$ cat config.mk
export PLATFORM = sky130hd
export DESIGN_NAME = planar_tile_glyph_blitter_core
export DESIGN_NICKNAME = d
export VERILOG_FILES = /design/src/ptgb_pkg.sv /design/src/ptgb_ctrl.sv /design/src/ptgb_dp.sv /design/src/planar_tile_glyph_blitter_core.sv
export SDC_FILE = /design/constraint.sdc
export NUM_CORES = 1
export LEC_CHECK = 0
export BUFFER_PORTS_ARGS = -buffer_cell sky130_fd_sc_hd__buf_2
export CAP_MARGIN = 20
export CORE_MARGIN = 3
export CORE_UTILIZATION = 32
export DETAILED_ROUTE_END_ITERATION = 16
export PLACE_DENSITY = 0.57
export RECOVER_POWER = 25
export SLEW_MARGIN = 10
export SYNTH_ARGS = -nofsm -noshare
export SYNTH_HDL_FRONTEND = slang
export SYNTH_HIERARCHICAL = 1
export SYNTH_SLANG_ARGS = --single-unit
$ cat constraint.sdc
create_clock -name i_clk -period 11.6 [get_ports i_clk]
set_input_delay 2.32 -clock i_clk [delete_from_list [all_inputs] [get_ports i_clk]]
set_output_delay 2.32 -clock i_clk [all_outputs]
set_load 0.01 [all_outputs]
$ cat src/ptgb_pkg.sv
// Shared types, constants and helpers for the planar tile glyph blitter.
package ptgb_pkg;

    localparam int MAX_GLYPH_WIDTH  = 16;
    localparam int MAX_GLYPH_HEIGHT = 16;
    localparam int MAX_WRITES       = 8;
    localparam int CNT_W            = $clog2(MAX_WRITES + 1);

    localparam logic REQ_HEADER = 1'b0;
    localparam logic REQ_DATA   = 1'b1;

    localparam logic [2:0] CFG_BASE_ADDRESS   = 3'd0;
    localparam logic [2:0] CFG_ROW_STRIDE     = 3'd1;
    localparam logic [2:0] CFG_COLUMN_STRIDE  = 3'd2;
    localparam logic [2:0] CFG_COLUMN_SHIFT   = 3'd3;
    localparam logic [2:0] CFG_BYTES_PER_LINE = 3'd4;

    typedef struct packed {
        logic load_hdr;
        logic calc_mul;
        logic calc_sum;
        logic load_byte;
        logic emit;
        logic finish;
    } t_cmd;

    typedef struct packed {
        logic glyph_active;
        logic chunk_ok;
        logic out_free;
    } t_sts;

    function automatic logic [7:0] low_mask(input logic [3:0] n);
        logic [8:0] v;
        begin
            v = (9'd1 << n) - 9'd1;
            low_mask = (n >= 4'd8) ? 8'hFF : v[7:0];
        end
    endfunction

endpackage

$ cat src/ptgb_ctrl.sv
// Sequencing state machine for the glyph blitter.
module ptgb_ctrl
    import ptgb_pkg::*;
(
    input  logic i_clk,
    input  logic i_rst_n,
    input  logic i_in_valid,
    input  logic i_req_type,
    input  t_sts i_sts,
    output t_cmd o_cmd,
    output logic o_in_stall
);

    typedef enum logic [1:0] {
        S_IDLE,
        S_MUL,
        S_SUM,
        S_RUN
    } t_state;

    t_state r_state;
    t_state n_state;

    always_comb begin
        n_state    = r_state;
        o_cmd      = '0;
        o_in_stall = 1'b1;
        case (r_state)
            S_IDLE: begin
                o_in_stall = 1'b0;
                if (i_in_valid) begin
                    if (i_req_type == REQ_HEADER) begin
                        o_cmd.load_hdr = 1'b1;
                        n_state        = S_MUL;
                    end else if (i_sts.glyph_active) begin
                        o_cmd.load_byte = 1'b1;
                        n_state         = S_RUN;
                    end
                end
            end
            S_MUL: begin
                o_cmd.calc_mul = 1'b1;
                n_state        = S_SUM;
            end
            S_SUM: begin
                o_cmd.calc_sum = 1'b1;
                n_state        = S_IDLE;
            end
            S_RUN: begin
                if (i_sts.chunk_ok) begin
                    o_cmd.emit = i_sts.out_free;
                end else begin
                    o_cmd.finish = 1'b1;
                    n_state      = S_IDLE;
                end
            end
            default: begin
                n_state = S_IDLE;
            end
        endcase
    end

    always_ff @(posedge i_clk) begin
        if (!i_rst_n) begin
            r_state <= S_IDLE;
        end else begin
            r_state <= n_state;
        end
    end

endmodule

$ cat src/ptgb_dp.sv
// Datapath: configuration, glyph geometry, bit buffer, chunk cutting and output register.
module ptgb_dp
    import ptgb_pkg::*;
(
    input  logic        i_clk,
    input  logic        i_rst_n,
    input  t_cmd        i_cmd,
    output t_sts        o_sts,
    input  logic        i_cfg_valid,
    input  logic [2:0]  i_cfg_index,
    input  logic [15:0] i_cfg_data,
    input  logic [9:0]  i_pos_x,
    input  logic [9:0]  i_pos_y,
    input  logic [4:0]  i_glyph_width,
    input  logic [4:0]  i_glyph_height,
    input  logic [1:0]  i_plane_offset,
    input  logic [7:0]  i_font_byte,
    input  logic        i_out_stall,
    output logic        o_out_valid,
    output logic [15:0] o_write_address,
    output logic [7:0]  o_write_data,
    output logic [7:0]  o_write_mask,
    output logic        o_glyph_done
);

    logic [15:0] r_base;
    logic [15:0] r_row_stride;
    logic [15:0] r_col_stride;
    logic [2:0]  r_col_shift;
    logic [2:0]  r_bpl;

    logic [9:0]  r_py;
    logic [10:0] r_xe;
    logic [1:0]  r_plane;
    logic [15:0] r_prod_row;
    logic [15:0] r_prod_col;

    logic [15:0] r_buf;
    logic [4:0]  r_bits;
    logic [15:0] r_line;
    logic [15:0] r_chunk;
    logic [3:0]  r_fcw;
    logic [2:0]  r_off;
    logic [4:0]  r_pl;
    logic [4:0]  r_lines;
    logic [4:0]  r_width;
    logic [1:0]  r_seen;
    logic        r_active;
    logic [CNT_W-1:0] r_cnt;

    logic        r_out_valid;
    logic [15:0] r_out_addr;
    logic [7:0]  r_out_data;
    logic [7:0]  r_out_mask;
    logic        r_out_done;

    logic [4:0]  w_w;
    logic [4:0]  w_h;
    logic [10:0] w_xe;
    logic [2:0]  w_off;
    logic [3:0]  w_fw;
    logic        w_first;
    logic [3:0]  w_cw;
    logic [7:0]  w_lm;
    logic [15:0] w_mask_wide;
    logic [15:0] w_data_wide;
    logic [7:0]  w_mask;
    logic [7:0]  w_data;
    logic [15:0] w_addr;
    logic [4:0]  w_pl_after;
    logic [4:0]  w_lines_after;
    logic [23:0] w_byte_shift;
    logic [25:0] w_prod_row;
    logic [26:0] w_prod_col;
    logic [10:0] w_col_idx;

    always_comb begin
        w_w = i_glyph_width;
        if (i_glyph_width == 5'd0) begin
            w_w = 5'd1;
        end else if (i_glyph_width > 5'(MAX_GLYPH_WIDTH)) begin
            w_w = 5'(MAX_GLYPH_WIDTH);
        end
        w_h = i_glyph_height;
        if (i_glyph_height == 5'd0) begin
            w_h = 5'd1;
        end else if (i_glyph_height > 5'(MAX_GLYPH_HEIGHT)) begin
            w_h = 5'(MAX_GLYPH_HEIGHT);
        end
        w_xe  = {1'b0, i_pos_x} + {6'd0, w_w} - 11'd1;
        w_off = ~w_xe[2:0];
        w_fw  = 4'd8 - {1'b0, w_off};
        if ({1'b0, w_fw} > w_w) begin
            w_fw = w_w[3:0];
        end
    end

    always_comb begin
        w_first = (r_pl == r_width);
        if (w_first) begin
            w_cw = r_fcw;
        end else if (r_pl < 5'd8) begin
            w_cw = r_pl[3:0];
        end else begin
            w_cw = 4'd8;
        end
        w_lm        = low_mask(w_cw);
        w_mask_wide = {8'h00, w_lm} << r_off;
        w_data_wide = {8'h00, r_buf[7:0]} << r_off;
        if (w_first) begin
            w_mask = w_mask_wide[7:0];
            w_data = w_data_wide[7:0] & w_mask_wide[7:0];
            w_addr = r_line;
        end else begin
            w_mask = w_lm;
            w_data = r_buf[7:0] & w_lm;
            w_addr = r_chunk;
        end
        w_pl_after    = r_pl - {1'b0, w_cw};
        w_lines_after = r_lines - 5'd1;
        w_byte_shift  = {16'h0000, i_font_byte} << r_bits;
        w_col_idx     = r_xe >> r_col_shift;
        w_prod_row    = r_py * r_row_stride;
        w_prod_col    = w_col_idx * r_col_stride;
    end

    assign o_sts.glyph_active = r_active;
    assign o_sts.chunk_ok     = (r_lines != 5'd0) && ({1'b0, w_cw} <= r_bits)
                                && (r_cnt != CNT_W'(MAX_WRITES));
    assign o_sts.out_free     = !r_out_valid || !i_out_stall;

    always_ff @(posedge i_clk) begin
        if (!i_rst_n) begin
            r_base       <= 16'd0;
            r_row_stride <= 16'd2;
            r_col_stride <= 16'd256;
            r_col_shift  <= 3'd3;
            r_bpl        <= 3'd2;
            r_buf        <= '0;
            r_bits       <= '0;
            r_line       <= '0;
            r_chunk      <= '0;
            r_fcw        <= '0;
            r_off        <= '0;
            r_pl         <= '0;
            r_lines      <= '0;
            r_width      <= '0;
            r_seen       <= '0;
            r_active     <= 1'b0;
            r_cnt        <= '0;
            r_out_valid  <= 1'b0;
        end else begin
            if (i_cfg_valid) begin
                case (i_cfg_index)
                    CFG_BASE_ADDRESS:   r_base       <= i_cfg_data;
                    CFG_ROW_STRIDE:     r_row_stride <= i_cfg_data;
                    CFG_COLUMN_STRIDE:  r_col_stride <= i_cfg_data;
                    CFG_COLUMN_SHIFT:   r_col_shift  <= i_cfg_data[2:0];
                    CFG_BYTES_PER_LINE: r_bpl        <= i_cfg_data[2:0];
                    default: begin
                    end
                endcase
            end

            if (i_cmd.load_hdr) begin
                r_py     <= i_pos_y;
                r_xe     <= w_xe;
                r_plane  <= i_plane_offset;
                r_off    <= w_off;
                r_fcw    <= w_fw;
                r_width  <= w_w;
                r_pl     <= w_w;
                r_lines  <= w_h;
                r_buf    <= '0;
                r_bits   <= '0;
                r_seen   <= '0;
                r_active <= 1'b1;
            end

            if (i_cmd.calc_mul) begin
                r_prod_row <= w_prod_row[15:0];
                r_prod_col <= w_prod_col[15:0];
            end

            if (i_cmd.calc_sum) begin
                r_line  <= r_base + r_prod_row + r_prod_col + {14'd0, r_plane};
                r_chunk <= r_base + r_prod_row + r_prod_col + {14'd0, r_plane};
            end

            if (i_cmd.load_byte) begin
                r_buf  <= r_buf | w_byte_shift[15:0];
                r_bits <= r_bits + 5'd8;
                r_cnt  <= '0;
                if (r_seen != 2'd2) begin
                    r_seen <= r_seen + 2'd1;
                end
            end

            if (i_cmd.emit) begin
                r_chunk <= w_addr - r_col_stride;
                r_buf   <= r_buf >> w_cw;
                r_bits  <= r_bits - {1'b0, w_cw};
                r_cnt   <= r_cnt + CNT_W'(1);
                if (w_pl_after == 5'd0) begin
                    r_lines <= w_lines_after;
                    r_line  <= r_line + {13'd0, r_bpl};
                    r_pl    <= r_width;
                end else begin
                    r_pl <= w_pl_after;
                end
            end

            if (i_cmd.finish) begin
                if (r_lines == 5'd0 && r_seen == 2'd2) begin
                    r_active <= 1'b0;
                end
            end

            if (i_cmd.emit) begin
                r_out_valid <= 1'b1;
            end else if (!i_out_stall) begin
                r_out_valid <= 1'b0;
            end
        end
    end

    always_ff @(posedge i_clk) begin
        if (i_cmd.emit) begin
            r_out_addr <= w_addr;
            r_out_data <= w_data;
            r_out_mask <= w_mask;
            r_out_done <= (w_pl_after == 5'd0) && (w_lines_after == 5'd0);
        end
    end

    assign o_out_valid     = r_out_valid;
    assign o_write_address = r_out_addr;
    assign o_write_data    = r_out_data;
    assign o_write_mask    = r_out_mask;
    assign o_glyph_done    = r_out_done;

endmodule

$ cat src/planar_tile_glyph_blitter_core.sv
// Top level of the planar tile glyph blitter.
// A header transaction is accepted, then passes through S_MUL for the two address
// multiplies and S_SUM for the start-address sum. A font byte releases k
// masked writes, where k (0 to 8) is bounded by MAX_WRITES: accept, then
// each write through the single chunk unit in S_RUN, then a closing step;
// a write also waits while the output register is stalled. A data
// byte with no glyph active is accepted and dropped. Writes leave through a
// one-entry output register; configuration writes are always taken.
module planar_tile_glyph_blitter_core
    import ptgb_pkg::*;
(
    input  logic        i_clk,
    input  logic        i_rst_n,
    input  logic        i_cfg_valid,
    output logic        o_cfg_ready,
    input  logic [2:0]  i_cfg_index,
    input  logic [15:0] i_cfg_data,
    input  logic        i_in_valid,
    output logic        o_in_stall,
    input  logic        i_req_type,
    input  logic [9:0]  i_pos_x,
    input  logic [9:0]  i_pos_y,
    input  logic [4:0]  i_glyph_width,
    input  logic [4:0]  i_glyph_height,
    input  logic [1:0]  i_plane_offset,
    input  logic [7:0]  i_font_byte,
    output logic        o_out_valid,
    input  logic        i_out_stall,
    output logic [15:0] o_write_address,
    output logic [7:0]  o_write_data,
    output logic [7:0]  o_write_mask,
    output logic        o_glyph_done
);

    t_cmd w_cmd;
    t_sts w_sts;

    assign o_cfg_ready = 1'b1;

    ptgb_ctrl u_ctrl (
        .i_clk      (i_clk),
        .i_rst_n    (i_rst_n),
        .i_in_valid (i_in_valid),
        .i_req_type (i_req_type),
        .i_sts      (w_sts),
        .o_cmd      (w_cmd),
        .o_in_stall (o_in_stall)
    );

    ptgb_dp u_dp (
        .i_clk           (i_clk),
        .i_rst_n         (i_rst_n),
        .i_cmd           (w_cmd),
        .o_sts           (w_sts),
        .i_cfg_valid     (i_cfg_valid),
        .i_cfg_index     (i_cfg_index),
        .i_cfg_data      (i_cfg_data),
        .i_pos_x         (i_pos_x),
        .i_pos_y         (i_pos_y),
        .i_glyph_width   (i_glyph_width),
        .i_glyph_height  (i_glyph_height),
        .i_plane_offset  (i_plane_offset),
        .i_font_byte     (i_font_byte),
        .i_out_stall     (i_out_stall),
        .o_out_valid     (o_out_valid),
        .o_write_address (o_write_address),
        .o_write_data    (o_write_data),
        .o_write_mask    (o_write_mask),
        .o_glyph_done    (o_glyph_done)
    );

    a_hdr_busy: assert property (@(posedge i_clk) disable iff (!i_rst_n)
        (i_in_valid && !o_in_stall && i_req_type == REQ_HEADER)
            |=> o_in_stall ##1 o_in_stall)
        else $error("header transaction not held for address calculation");

    a_idle_byte: assert property (@(posedge i_clk) disable iff (!i_rst_n)
        (i_in_valid && !o_in_stall && i_req_type == REQ_DATA && !w_sts.glyph_active)
            |=> !o_in_stall)
        else $error("ignored font byte stalled the input");

    a_write_in_run: assert property (@(posedge i_clk) disable iff (!i_rst_n)
        $rose(o_out_valid) |-> $past(o_in_stall))
        else $error("write produced while input was open");

endmodule

-- Word-level counts from Yosys, hierarchy flattened
Index checks and enable logic that the tools add are counted.
- mux-type cells: 56
- $lt $le $gt $ge: 6
- add/sub/neg operators: 15
- bitwise operators: 4
- eq/ne operators: 15
- multiply operators: 2
- shifts and indexed selects: 6
- reduce and logical (&&, ||, !) cells: 27
- operators with widths (kind ; number):
    16-bit two-way mux ; 9
    5-bit two-way mux ; 13
    16-bit adder ; 2
    5-bit zero test ; 5
    8-bit two-way mux ; 3
    4-bit two-way mux ; 5
    1-bit two-way mux ; 17
    16-bit by 2-bit adder with 16-bit output ; 1
    16-bit by 3-bit adder with 16-bit output ; 1
    8-bit bitwise AND ; 2
    10-bit by 16-bit multiplier with 16-bit output ; 1
    11-bit by 16-bit multiplier with 16-bit output ; 1
    2-bit two-way mux ; 8
    16-bit OR ; 1
    8-bit by 3-bit left shift with 8-bit output ; 2
    8-bit by 5-bit left shift with 16-bit output ; 1
    16-bit by 4-bit right shift with 16-bit output ; 1
    16-bit subtractor ; 1
    2-bit AND reduction ; 7
    10-bit by 5-bit adder with 11-bit output ; 1
    11-bit by 3-bit right shift with 11-bit output ; 1
    11-bit by 1-bit subtractor with 11-bit output, second input constant ; 1
    5-bit greater-than comparator, second input constant ; 2
    5-bit by 4-bit subtractor with 5-bit output ; 2
    other kinds (32) ; 43
- bits in registers: 227
- output and inout port bits: 36

-- Depth between registers and ports, before layout
Gate-level depths: netlist of the first run.
- word-level depth: 9
- gate-level depth with buffers: 24

-- By module
The synthesis of the first run kept the hierarchy.
- modules (own cells, without submodules) (module ; instances ; area each (µm²) ; cells an instance):
    ptgb_dp ; 1 ; 20407.1 ; 2340
    ptgb_ctrl ; 1 ; 143.9 ; 23
    planar_tile_glyph_blitter_core ; 1 ; 11.3 ; 2

-- Worst setup path after synthesis of the first run
OpenSTA, ideal clock, no wires.
- path kind: register -> register
- start: register u_dp.r_pl[2]
- end: register u_dp.r_buf[1]
- slack: 5.752 ns
- stages on the path, launching flop included: 20
- setup time: 0.114 ns
- path buffers: 1
- data arrival time: 5.734 ns
- required time: 11.486 ns
- cell sequence: dfxtp_1 > xnor2_1 > nand2_1 > nor3_1 > nor2_2 > buf_1 > ha_1 > o21ai_0 > a21boi_0 > o21ai_0 > a221oi_1 > nand2_1 > nor2_1 > clkinv_1 > nand3_1 > nor3_1 > a21oi_1 > o21ai_0 > a22o_1 > a21o_1
- RTL lines (what ; RTL line ; text):
    from (decl) ; ptgb_dp.sv:44 ; logic [4:0] r_pl;
    from (signal assigned) ; ptgb_dp.sv:172 ; r_pl <= w_w;
    from (signal assigned) ; ptgb_dp.sv:207 ; r_pl <= r_width;
    from (signal assigned) ; ptgb_dp.sv:209 ; r_pl <= w_pl_after;
    to (signal assigned) ; ptgb_dp.sv:191 ; r_buf <= r_buf | w_byte_shift[15:0];
    to (signal assigned) ; ptgb_dp.sv:201 ; r_buf <= r_buf >> w_cw;
    to (decl) ; ptgb_dp.sv:38 ; logic [15:0] r_buf;

-- Final worst setup path of the first run
- start: register u_dp.r_col_shift[1]
- end: register u_dp.r_prod_col[13] (data pin)
- word-level cells in the longest chain between the ends: 2
- ends and longest elaborated chain (what ; RTL line ; text):
    from (decl) ; ptgb_dp.sv:29 ; logic [2:0] r_col_shift;
    from (signal assigned) ; ptgb_dp.sv:158 ; CFG_COLUMN_SHIFT: r_col_shift <= i_cfg_data[2:0];
    11-bit by 3-bit right shift with 11-bit output ; ptgb_dp.sv:122 ; w_col_idx = r_xe >> r_col_shift;
    11-bit by 16-bit multiplier with 16-bit output ; ptgb_dp.sv:124 ; w_prod_col = w_col_idx * r_col_stride;
    named net u_dp.w_prod_col[13] ; ptgb_dp.sv:74 ; logic [26:0] w_prod_col;
    to (signal assigned) ; ptgb_dp.sv:182 ; r_prod_col <= w_prod_col[15:0];
    to (decl) ; ptgb_dp.sv:36 ; logic [15:0] r_prod_col;
The timed path passes the listed nets, and every way through them passes these cells.
A chain may end at the register's enable or synchronous reset.

==> metrics, run 1 <==
status=finished with violations; failing checks=capacitance limit, slew limit; Vias/cell=5.150; Hold Crit Class=reg2reg; vias in the first global route=between 15000 and 20000; Slew @ Worst Pin=slightly below 2 ns; NumNets Final=about 2800; Hold Buf Count CTS=0; post-CTS resize count=0; Final Setup Violations=0; HPWL after DPL=44900 um; Final min period=6.406 ns; cts bufs inserted=29; core footprint=around 63000 um^2; Final ANT Viol Nets=0; commonest non-fill, non-tap cells in the layout=363 x nand2_1, 266 x inv_1, 167 x fa_1, 156 x a21oi_1, 147 x nor2_1; Crit. End Element=flip-flop; number of placed cells counting well taps=~3200; Post-Route Skew=between 0.015 and 0.02 ns; I/O Buffers=99; sequential area share after synthesis=0.2638; CTS tree=done; post-CTS setup buffers=0; met2 routed WL=approximately 27000 um; Finished Layout Cells=approximately 3300; yosys warns=6; R2R cell count=19; syn_area_per_cell=around 8.7 um^2; area occupied by multi-input gates=around 14000 um^2; Max Cap Violations=3; total gr overflow=0; Startpoint Class=flip-flop; LEAKAGE=9.307 nW; Starting Density=0.3248; overall die area=slightly below 70000 um^2; CTS max path bufs=3; Rows=between 90 and 100; setup TNS=0 ns; Area Overhead vs Synth=10.34%; crit path to=u_dp/r_prod_col[13]; final hold vios=0; largest net degree at the start of global routing=between 60 and 70; synth unique cells=97; Sink Count=around 230; Final Util=0.3584; Power Density=105.6 nW/um^2; first-pass GRT wire length=slightly above 90000 um; Reg-to-Reg Start=u_dp/r_col_shift[1]; slew margin rel.=-0.2843; final WL=between 50000 and 60000 um; DR WL/cell=approximately 18 um; H-tree depth=1; DRT Pass-1 Iters=7; vias=between 15000 and 20000; DR top layer=met4; syn_nets=about 2700; DIE HEIGHT=approximately 260 um; Async SR Flop Fraction=0; synthesized area=roughly 20000 um^2; drt drc=0; die width=259.5 um; Root Driver=clkbuf_16; commonest non-fill, non-tap cell in the layout=nand2_1; Worst Path Max Fanout=20; num ports=between 100 and 150; Worst VDD drop=0.1068 mV; Reg area=5425 um^2; Worst-path clk slew=~0.06 ns; Hold WS=between 0.4 and 0.5 ns; share of layout cells above drive strength 1=0.08547; Synth Register Bits=~230; Critical Path AT=6.72 ns; f_max=156.1 MHz; antenna violations before repair=1; met3 routed WL=about 3000 um; Mapped Cells=approximately 2400; RSZ-0062 raised after global routing=no; fillers=approximately 6600; worst skew pair latency=roughly 0.57 ns; CP Class=reg2reg; Reg2Reg Capture Point=u_dp/r_prod_col[13]; number of synthesized flops with an enable pin=88; Placer Congestion=slightly below 0.9; flop2flop setup slack=just over 5 ns; Main synth FF type=dfxtp_1; First DRT Iteration DRCs=around 1300; max-slew violations=76; WP data required=11.92 ns; M1 WL=26530 um; Worst Setup SP=u_dp/r_col_shift[1]; gr usage total=0.1724; period utilisation layout=0.5522
-- per-stage QoR --
step | power, mW | area (um^2) | setup WS [ns]
detailed placement | 1.499 | 21750 | 5.030
global placement | 1.489 | 21750 | 5.183
floorplan | 1.336 | 20560 | 5.752
CTS | 2.422 | 22720 | 4.997
finish | 2.396 | 22690 | 5.194
global route | 2.520 | 22690 | 4.789
-- cell families (layout without fill, tap and decap cells) --
logic type | Yosys count | in the layout | synth area share
flip-flops | 227 | 227 | 0.2638
other | 1 | 2 | 0.0001824
multiplexers | 82 | 82 | 0.04479
XOR/XNOR | 108 | 108 | 0.04667
adder cells (fa/ha/maj) | 309 | 309 | 0.2490
buffers and inverters | 383 | 440 | 0.07308
AND/OR/NAND/NOR | 809 | 809 | 0.1811
AO/OA/AOI/OAI | 446 | 446 | 0.1414
-- metal layers --
layer  vias up  GRT usage
li1       8010          -
met1      8271     0.2378
met2       462     0.2904
met3        92    0.01814
met4         0    0.03971
met5         -          0
-- synth_stat cells, drive strengths merged (9+ instances only) --
| cell | instances | share of area |
|---|---|---|
| a211oi | 37 | 0.014 |
| a21boi | 9 | 0.0037 |
| a21o | 16 | 0.0058 |
| a21oi | 157 | 0.039 |
| a221oi | 13 | 0.0061 |
| a31oi | 17 | 0.0055 |
| and2 | 90 | 0.027 |
| and3 | 20 | 0.0061 |
| buf | 26 | 0.0078 |
| clkbuf | 84 | 0.015 |
| dfxtp | 139 | 0.14 |
| edfxtp | 88 | 0.13 |
| fa | 167 | 0.16 |
| ha | 142 | 0.086 |
| inv | 270 | 0.049 |
| mux2 | 20 | 0.011 |
| mux2i | 56 | 0.027 |
| nand2 | 365 | 0.067 |
| nand2b | 12 | 0.0037 |
| nand3 | 47 | 0.012 |
| nor2 | 153 | 0.029 |
| nor2b | 25 | 0.0077 |
| nor3 | 45 | 0.011 |
| o211ai | 13 | 0.0055 |
| o21a | 11 | 0.0040 |
| o21ai | 85 | 0.021 |
| o22ai | 10 | 0.0030 |
| or2 | 11 | 0.0033 |
| or3 | 11 | 0.0033 |
| xnor2 | 85 | 0.036 |
| xor2 | 22 | 0.0094 |
-- cell type report --
class,instances,share of cell area
Clock inverter,10,0.004357
Sequential cell,227,0.2391
Tap cell,846,0.04666
Clock buffer,44,0.03833
Timing Repair Buffer,113,0.02520
Multi-Input combinational cell,1755,0.6009
Inverter,273,0.04533
Antenna cell,1,0.0001103
-- how the worst min path moves through the flow --
| stage | to | startpoint | cells past startpoint |
|---|---|---|---|
| finish | u_dp/r_base[0] | u_dp/r_base[0] | 2 |
| global route | u_dp/r_row_stride[15] | u_dp/r_row_stride[15] | 2 |
| CTS | u_dp/r_base[0] | u_dp/r_base[0] | 2 |
| detailed placement | u_dp/r_row_stride[15] | u_dp/r_row_stride[15] | 2 |
| global placement | u_dp/r_base[0] | u_dp/r_base[0] | 2 |
| floorplan | u_dp/r_row_stride[0] | u_dp/r_row_stride[0] | 2 |
-- power by group --
part / switching (mW) / internal, mW / total, mW
sequential: 0.0339 / 0.860 / 0.894
combinational: 0.365 / 0.225 / 0.590
clock: 0.371 / 0.542 / 0.912
total: 0.769 / 1.63 / 2.40
-- sequential cells by signal, indices dropped and copies added, names as in the netlist, 8 cells and up --
| signal | cells |
|---|---|
| u_dp/o_write_mask | 8 |
| u_dp/r_base | 16 |
| u_dp/o_write_data | 8 |
| u_dp/r_prod_col | 16 |
| u_dp/r_row_stride | 16 |
| u_dp/r_prod_row | 16 |
| u_dp/r_line | 16 |
| u_dp/r_buf | 16 |
| u_dp/r_col_stride | 16 |
| u_dp/r_py | 10 |
| u_dp/r_chunk | 16 |
| u_dp/r_xe | 11 |
| u_dp/o_write_address | 16 |
-- worst max-delay path, stage by stage, from the launching register on --
cell and delay (ns):
dfxtp_1 0.82, mux2i_1 0.26, nor2_1 0.06, a31oi_1 0.46
mux2i_1 0.25, clkbuf_4 0.26, nand2_1 0.10, fa_1 0.44
fa_1 0.49, fa_1 0.55, inv_1 0.05, fa_1 0.49
fa_1 0.41, ha_1 0.23, or3_1 0.38, o211a_1 0.23
o21a_1 0.18, o21ai_0 0.20, nor2b_1 0.20, xnor2_1 0.08
No activity file was read; power rests on OpenSTA's default activity.
==> run 2, diff against run 1 <==
--- a/config.mk
+++ b/config.mk
@@ -5,12 +5,13 @@
 export SDC_FILE = /design/constraint.sdc
 export NUM_CORES = 1
 export LEC_CHECK = 0
+export ABC_AREA = 1
 export BUFFER_PORTS_ARGS = -buffer_cell sky130_fd_sc_hd__buf_2
 export CAP_MARGIN = 20
 export CORE_MARGIN = 3
 export CORE_UTILIZATION = 32
 export DETAILED_ROUTE_END_ITERATION = 16
-export PLACE_DENSITY = 0.57
+export PLACE_DENSITY = 0.59
 export RECOVER_POWER = 25
 export SLEW_MARGIN = 10
 export SYNTH_ARGS = -nofsm -noshare
==> constraint.sdc (replaced) <==
create_clock -name i_clk -period 5.4 [get_ports i_clk]
set_input_delay 1.08 -clock i_clk [delete_from_list [all_inputs] [get_ports i_clk]]
set_output_delay 1.08 -clock i_clk [all_outputs]
set_load 0.01 [all_outputs]
==> metrics, run 2 <==
max-slew violations=24 (-68%); CP Class=reg2reg; Finished Layout Cells=3684 (+13%); First DRT Iteration DRCs=1241 (-1.0%); top cells by instance count after synthesis=621 x nand2_1, 436 x inv_1, 227 x nor2_1, 190 x o21ai_0, 167 x fa_1; Hold Crit Class=reg2reg; Starting Density=0.3268 (+0.001980); DRT Pass-1 Iters=6 (-1); LEAKAGE=10.91 nW (+17%); setup TNS=0 ns (unchanged); synthesized area=20390 um^2 (-0.85%); Main synth FF type=dfxtp_1; Slew @ Worst Pin=1.624 ns (-0.3024 ns); f_max=187.7 MHz (+20%); sequential area share after synthesis=0.2661 (+0.002251); cts bufs inserted=27 (-6.9%); slew margin rel.=-0.08267 (+0.2016); Crit. End Element=flip-flop; Rows=91 (-1.1%); Post-Route Skew=0.02487 ns (+0.009066 ns); number of synthesized flops with an enable pin=88 (unchanged); most common cell in the netlist=nand2_1; syn_nets=3064 (+12%); Worst Path Max Fanout=6 (-70%); WP data required=5.72 ns (-6.20 ns); NumNets Final=3200 (+15%); first-pass GRT wire length=95110 um (+1.7%); gr usage total=0.1771 (+0.004773); Final ANT Viol Nets=0 (unchanged); Worst path slowest cell=fa_1; total power=5.527 mW (+130%); final WL=59700 um (+2.9%); drt drc=0 (unchanged); yosys warns=6 (unchanged); antenna violations before repair=2 (+1); DR WL/cell=16.21 um (-8.7%); RSZ-0062 raised after global routing=yes; synth top area cells=fa_1 16%, dfxtp_1 14%, edfxtp_1 13%; number of placed cells counting well taps=3626 (+13%); Async SR Flop Fraction=0 (unchanged); Worst-path clk slew=0.07 ns (about the same); Power Density=235.1 nW/um^2 (+120%); R2R cell count=26 (+7); largest stage delay on the critical path=0.57 ns (-0.25 ns); die width=258.4 um (-0.41%); status=finished with violations; I/O Buffers=99 (unchanged); Startpoint Class=flip-flop; CTS max path bufs=3 (unchanged); period utilisation layout=0.9864 (+0.4341); CTS tree=done; Synth Register Bits=227 (unchanged); vias in the first global route=17580 (+3.0%); DIE HEIGHT=258.4 um (-0.41%); Placement Cell Area=22310 um^2 (+2.6%); Mapped Cells=2690 (+14%); Final min period=5.326 ns (-1.080 ns); failing checks=capacitance limit, slew limit; commonest non-fill, non-tap cells in the layout=609 x nand2_1, 428 x inv_1, 222 x nor2_1, 179 x o21ai_0, 163 x fa_1; overall die area=66780 um^2 (-0.83%); synth unique cells=54 (-44%); Hold WS=0.4745 ns (-0.004456 ns); Max Cap Violations=1 (-2); Final Setup Violations=0 (unchanged); design area=23510 um^2 (+3.6%); H-tree depth=1 (unchanged); syn_area_per_cell=7.579 um^2 (-13%); Worst VDD drop=0.2622 mV (+150%); HPWL after DPL=46740 um (+4.1%); Antenna Cells=0 (-1); Root Driver=clkbuf_16; core footprint=62390 um^2 (-1.4%); Min-Delay Path Depth=2 (unchanged); Vias/cell=4.882 (-5.2%); num ports=101 (unchanged); Placer Congestion=0.9278 (+4.7%); Critical Path AT=5.65 ns (-1.07 ns); largest net degree at the start of global routing=76 (+15%); fillers=6570 (+0.31%); top cell type by total area after synthesis=fa_1; vias=17980 (+6.8%); worst skew pair latency=0.58 ns (about the same); commonest non-fill, non-tap cell in the layout=nand2_1; Synth top area share=0.1640 (+0.001387); share of layout cells above drive strength 1=0.1191 (+0.03361); total gr overflow=0 (unchanged); Area Overhead vs Synth=15.30%; Hold Buf Count CTS=0 (unchanged); final hold vios=0 (unchanged); Sink Count=227 (unchanged)
run 2: cell count changes after synthesis, sizes merged, moves of 30 or more:
cell / delta
nand3: +60
and2: -85
nand2: +265
o21ai: +125
nor3: -30
nor2: +78
inv: +176
xnor2: -55
xor2: +39
mux2i: -55
run 2: per-stage QoR:
step | utilization | setup slack, ns
final | 0.3768 | 0.07362
after global routing | 0.3768 | -0.1604
after CTS | 0.3723 | 0.001130
after detailed placement | 0.3575 | -0.1965
after global placement | 0.3575 | -0.1666
after floorplan | - | 0.01538
run 2: cells by family (layout without fill, tap and decap cells):
family,after synthesis,count (layout),synth area share
other cells,1,1,0.0001839
flops,227,227,0.2661
xor+xnor,91,91,0.03946
simple gates,1025,1025,0.2067
fa+ha+maj,309,309,0.2511
compound gates,481,481,0.1309
buf+inv,555,712,0.1051
mux,1,1,0.0004910
run 2: metal layers:
layer / routed length (um) / part of all wire / GRT usage / vias up
li1: - / - / - / 8862
met1: 26610 / 0.45 / 0.2352 / 8527
met2: 28610 / 0.48 / 0.3090 / 527
met3: 3395 / 0.057 / 0.02296 / 68
met4: 1089 / 0.018 / 0.03617 / 0
met5: 0 / 0 / 0 / -
run 2: cell type report:
cell class / count / area (um^2) / share of cell area
multi-input cells: 1908 / 13070 / 0.5562
flip-flops and latches: 227 / 5430 / 0.2310
well taps: 837 / 1047 / 0.04455
clock buffers: 34 / 723.2 / 0.03076
repair buffers: 207 / 1374 / 0.05844
clock inverters: 16 / 143.9 / 0.006121
inverters: 455 / 1715 / 0.07297
run 2: worst paths after layout:
path,from,slack [ns],end
max,u_dp/r_col_shift[0],0.07,u_dp/r_prod_col[15]
min,u_dp/r_fcw[0],0.47,u_dp/r_fcw[0]
max reg2reg,u_dp/r_col_shift[0],0.07,u_dp/r_prod_col[15]
min reg2reg,u_dp/r_fcw[0],0.47,u_dp/r_fcw[0]
run 2: repair_timing:
action | 4_1_cts | 5_1_grt
gates cloned | 0 | 1
setup endpoints to repair | 5 | 6
resized for setup | 20 | 56
pin swaps | 14 | 43
setup buffers | 1 | 6
run 2: where the power goes:
part	internal [mW]	leakage, nW	switching (mW)
logic	0.673	8.57	1.09
registers	1.87	1.93	0.0594
clock network	1.01	0.420	0.817
run 2: critical path, delay by kind of cell, from the launching register on:
| family | cells | cell delay, ns |
|---|---|---|
| adders and majority gates | 6 | 2.83 |
| and+or+nand+nor | 9 | 0.60 |
| AOI/OAI and AO/OA | 3 | 0.48 |
| buffers and inverters | 8 | 0.76 |
| DFF | 1 | 0.38 |
==> run 3, diff against run 2 <==
--- a/config.mk
+++ b/config.mk
@@ -8,10 +8,12 @@
 export ABC_AREA = 1
 export BUFFER_PORTS_ARGS = -buffer_cell sky130_fd_sc_hd__buf_2
 export CAP_MARGIN = 20
+export CELL_PAD_IN_SITES_DETAIL_PLACEMENT = 1
+export CELL_PAD_IN_SITES_GLOBAL_PLACEMENT = 1
 export CORE_MARGIN = 3
 export CORE_UTILIZATION = 32
 export DETAILED_ROUTE_END_ITERATION = 16
-export PLACE_DENSITY = 0.59
+export PLACE_DENSITY = 0.72
 export RECOVER_POWER = 25
 export SLEW_MARGIN = 10
 export SYNTH_ARGS = -nofsm -noshare
==> metrics, run 3 (synthesis gave the netlist of run 2 again) <==
grt met2 use=0.3763 (+0.06729); GR Layer Usage met3=0.02551 (+0.002541); Worst path slowest cell=fa_1; final hold vios=0 (unchanged); Crit path top cell by count=fa_1; Post-Route Skew=0.01675 ns (-0.008119 ns); Finished Layout Cells=3689 (+0.14%); Starting Density=0.3268 (unchanged); Final Setup Violations=1 (+1); gr usage total=0.2079 (+0.03081); Antenna Cells=0 (unchanged); largest stage delay on the critical path=0.56 ns (about the same); Placer Congestion=0.8870 (-4.4%); overall die area=66780 um^2 (unchanged); Root Driver=clkbuf_16; GR Util met1=0.2535 (+0.01832); Worst-path clk slew=0.06 ns (about the same); total power=5.819 mW (+5.3%); DR WL/cell=18.93 um (+17%); final WL=69820 um (+17%); f_max=184.3 MHz (-1.8%); max-slew violations=182 (+660%); Worst Setup SP=u_dp/r_col_shift[0]; First DRT Iteration DRCs=1005 (-19%); slew margin rel.=-1.271 (-1.188); vias=18710 (+4.0%); period utilisation layout=1.005 (+0.01836); Final Util=0.3788 (+0.002045); Worst VDD drop=0.2759 mV (+5.2%); CTS tree=done; NumNets Final=3203 (+0.094%); Worst Path Max Fanout=6 (unchanged); DRT Pass-1 Iters=4 (-2); I/O Buffers=99 (unchanged); commonest non-fill, non-tap cells in the layout=599 x nand2_1, 429 x inv_1, 223 x nor2_1, 178 x o21ai_0, 163 x fa_1; num ports=101 (unchanged); worst skew pair latency=0.59 ns (about the same); largest net degree at the start of global routing=74 (-2.6%); failing checks=capacitance limit, slew limit, setup timing; Final ANT Viol Nets=0 (unchanged); Rows=91 (unchanged); cts bufs inserted=30 (+11%); Area Overhead vs Synth=15.93%; CP Class=reg2reg; first-pass GRT wire length=111100 um (+17%); busiest grt layer=met2; LEAKAGE=10.98 nW (+0.64%); Hold Crit Class=reg2reg; core footprint=62390 um^2 (unchanged); setup TNS=-0.02552 ns (-0.02552 ns); Hold Buf Count CTS=0 (unchanged); share of layout cells above drive strength 1=0.1252 (+0.006103); WP data required=5.73 ns (about the same); die width=258.4 um (unchanged); HPWL after DPL=54840 um (+17%); Vias/cell=5.072 (+3.9%); Hold Crit Start=u_dp/r_cnt[3]; H-tree depth=1 (unchanged); Hold WS=0.4798 ns (+0.005248 ns); Critical Path AT=5.76 ns (+0.11 ns); Startpoint Class=flip-flop; Slew @ Worst Pin=3.407 ns (+1.783 ns); number of placed cells counting well taps=3618 (-0.22%); DIE HEIGHT=258.4 um (unchanged); Power Density=246.2 nW/um^2 (+4.7%); antenna violations before repair=0 (-2); worst setup margin=-0.02552 ns (-0.09914 ns); vias in the first global route=20770 (+18%); Crit. End Element=flip-flop; Final min period=5.426 ns (+0.09914 ns); CTS max path bufs=3 (unchanged); commonest non-fill, non-tap cell in the layout=nand2_1; total gr overflow=0 (unchanged); status=finished with violations; Sink Count=227 (unchanged); delay-heaviest family, CP=adder cells; WP buf/inv=8 (unchanged); RSZ-0062 raised after global routing=yes; Reg-to-Reg Start=u_dp/r_col_shift[0]; Max Cap Violations=4 (+3); drt drc=0 (unchanged)
## run 3: changes by cell type in the layout (fill, tap and decap cells not counted), moves of 4 or more
cell / previous run / this run
nand2_2: 17 / 26
clkbuf_8: 0 / 4
nand2_1: 609 / 599
o21ai_2: 5 / 9
buf_6: 4 / 8
## run 3: per-layer routing
layer / part of all wire / up-vias
met2: 0.50 / 357
met1: 0.42 / 9347
met4: 0.040 / 0
met5: 0 / -
met3: 0.035 / 145
li1: - / 8860
## run 3: final timing paths
kind,to,slack (ns),cells after the start
max,u_dp/r_prod_col[15],-0.03,26
min,u_dp/r_cnt[3],0.48,1
max reg2reg,u_dp/r_prod_col[15],-0.03,26
min reg2reg,u_dp/r_cnt[3],0.48,1
## run 3: area by class of cell
type | count | area [um^2]
sequential | 227 | 5435
tap | 837 | 1047
clock buffer | 40 | 849.6
clock inverter | 15 | 136.4
multi-input combinational | 1908 | 13120
fill | 7734 | 38760
inverter | 455 | 1720
timing repair buffer | 207 | 1330
## run 3: stage by stage
stage	instance area, um^2	worst slack, ns
floorplan	20390	0.01538
global placement	22220	-0.2309
detailed placement	22220	-0.3460
CTS	23400	0.003810
global route	23640	-0.2377
finish	23640	-0.02552
## run 3: where the power goes
part,switching [mW],internal (mW)
sequential,0.0728,1.87
clock,0.833,1.19
combinational,1.17,0.675
total,2.08,3.74
## run 3: what timing repair did
| action | CTS | global route |
|---|---|---|
| resized for setup | 39 | 68 |
| endpoints found under the setup margin | 5 | 8 |
| setup buffers | 6 | 11 |
| pin swaps | 22 | 44 |
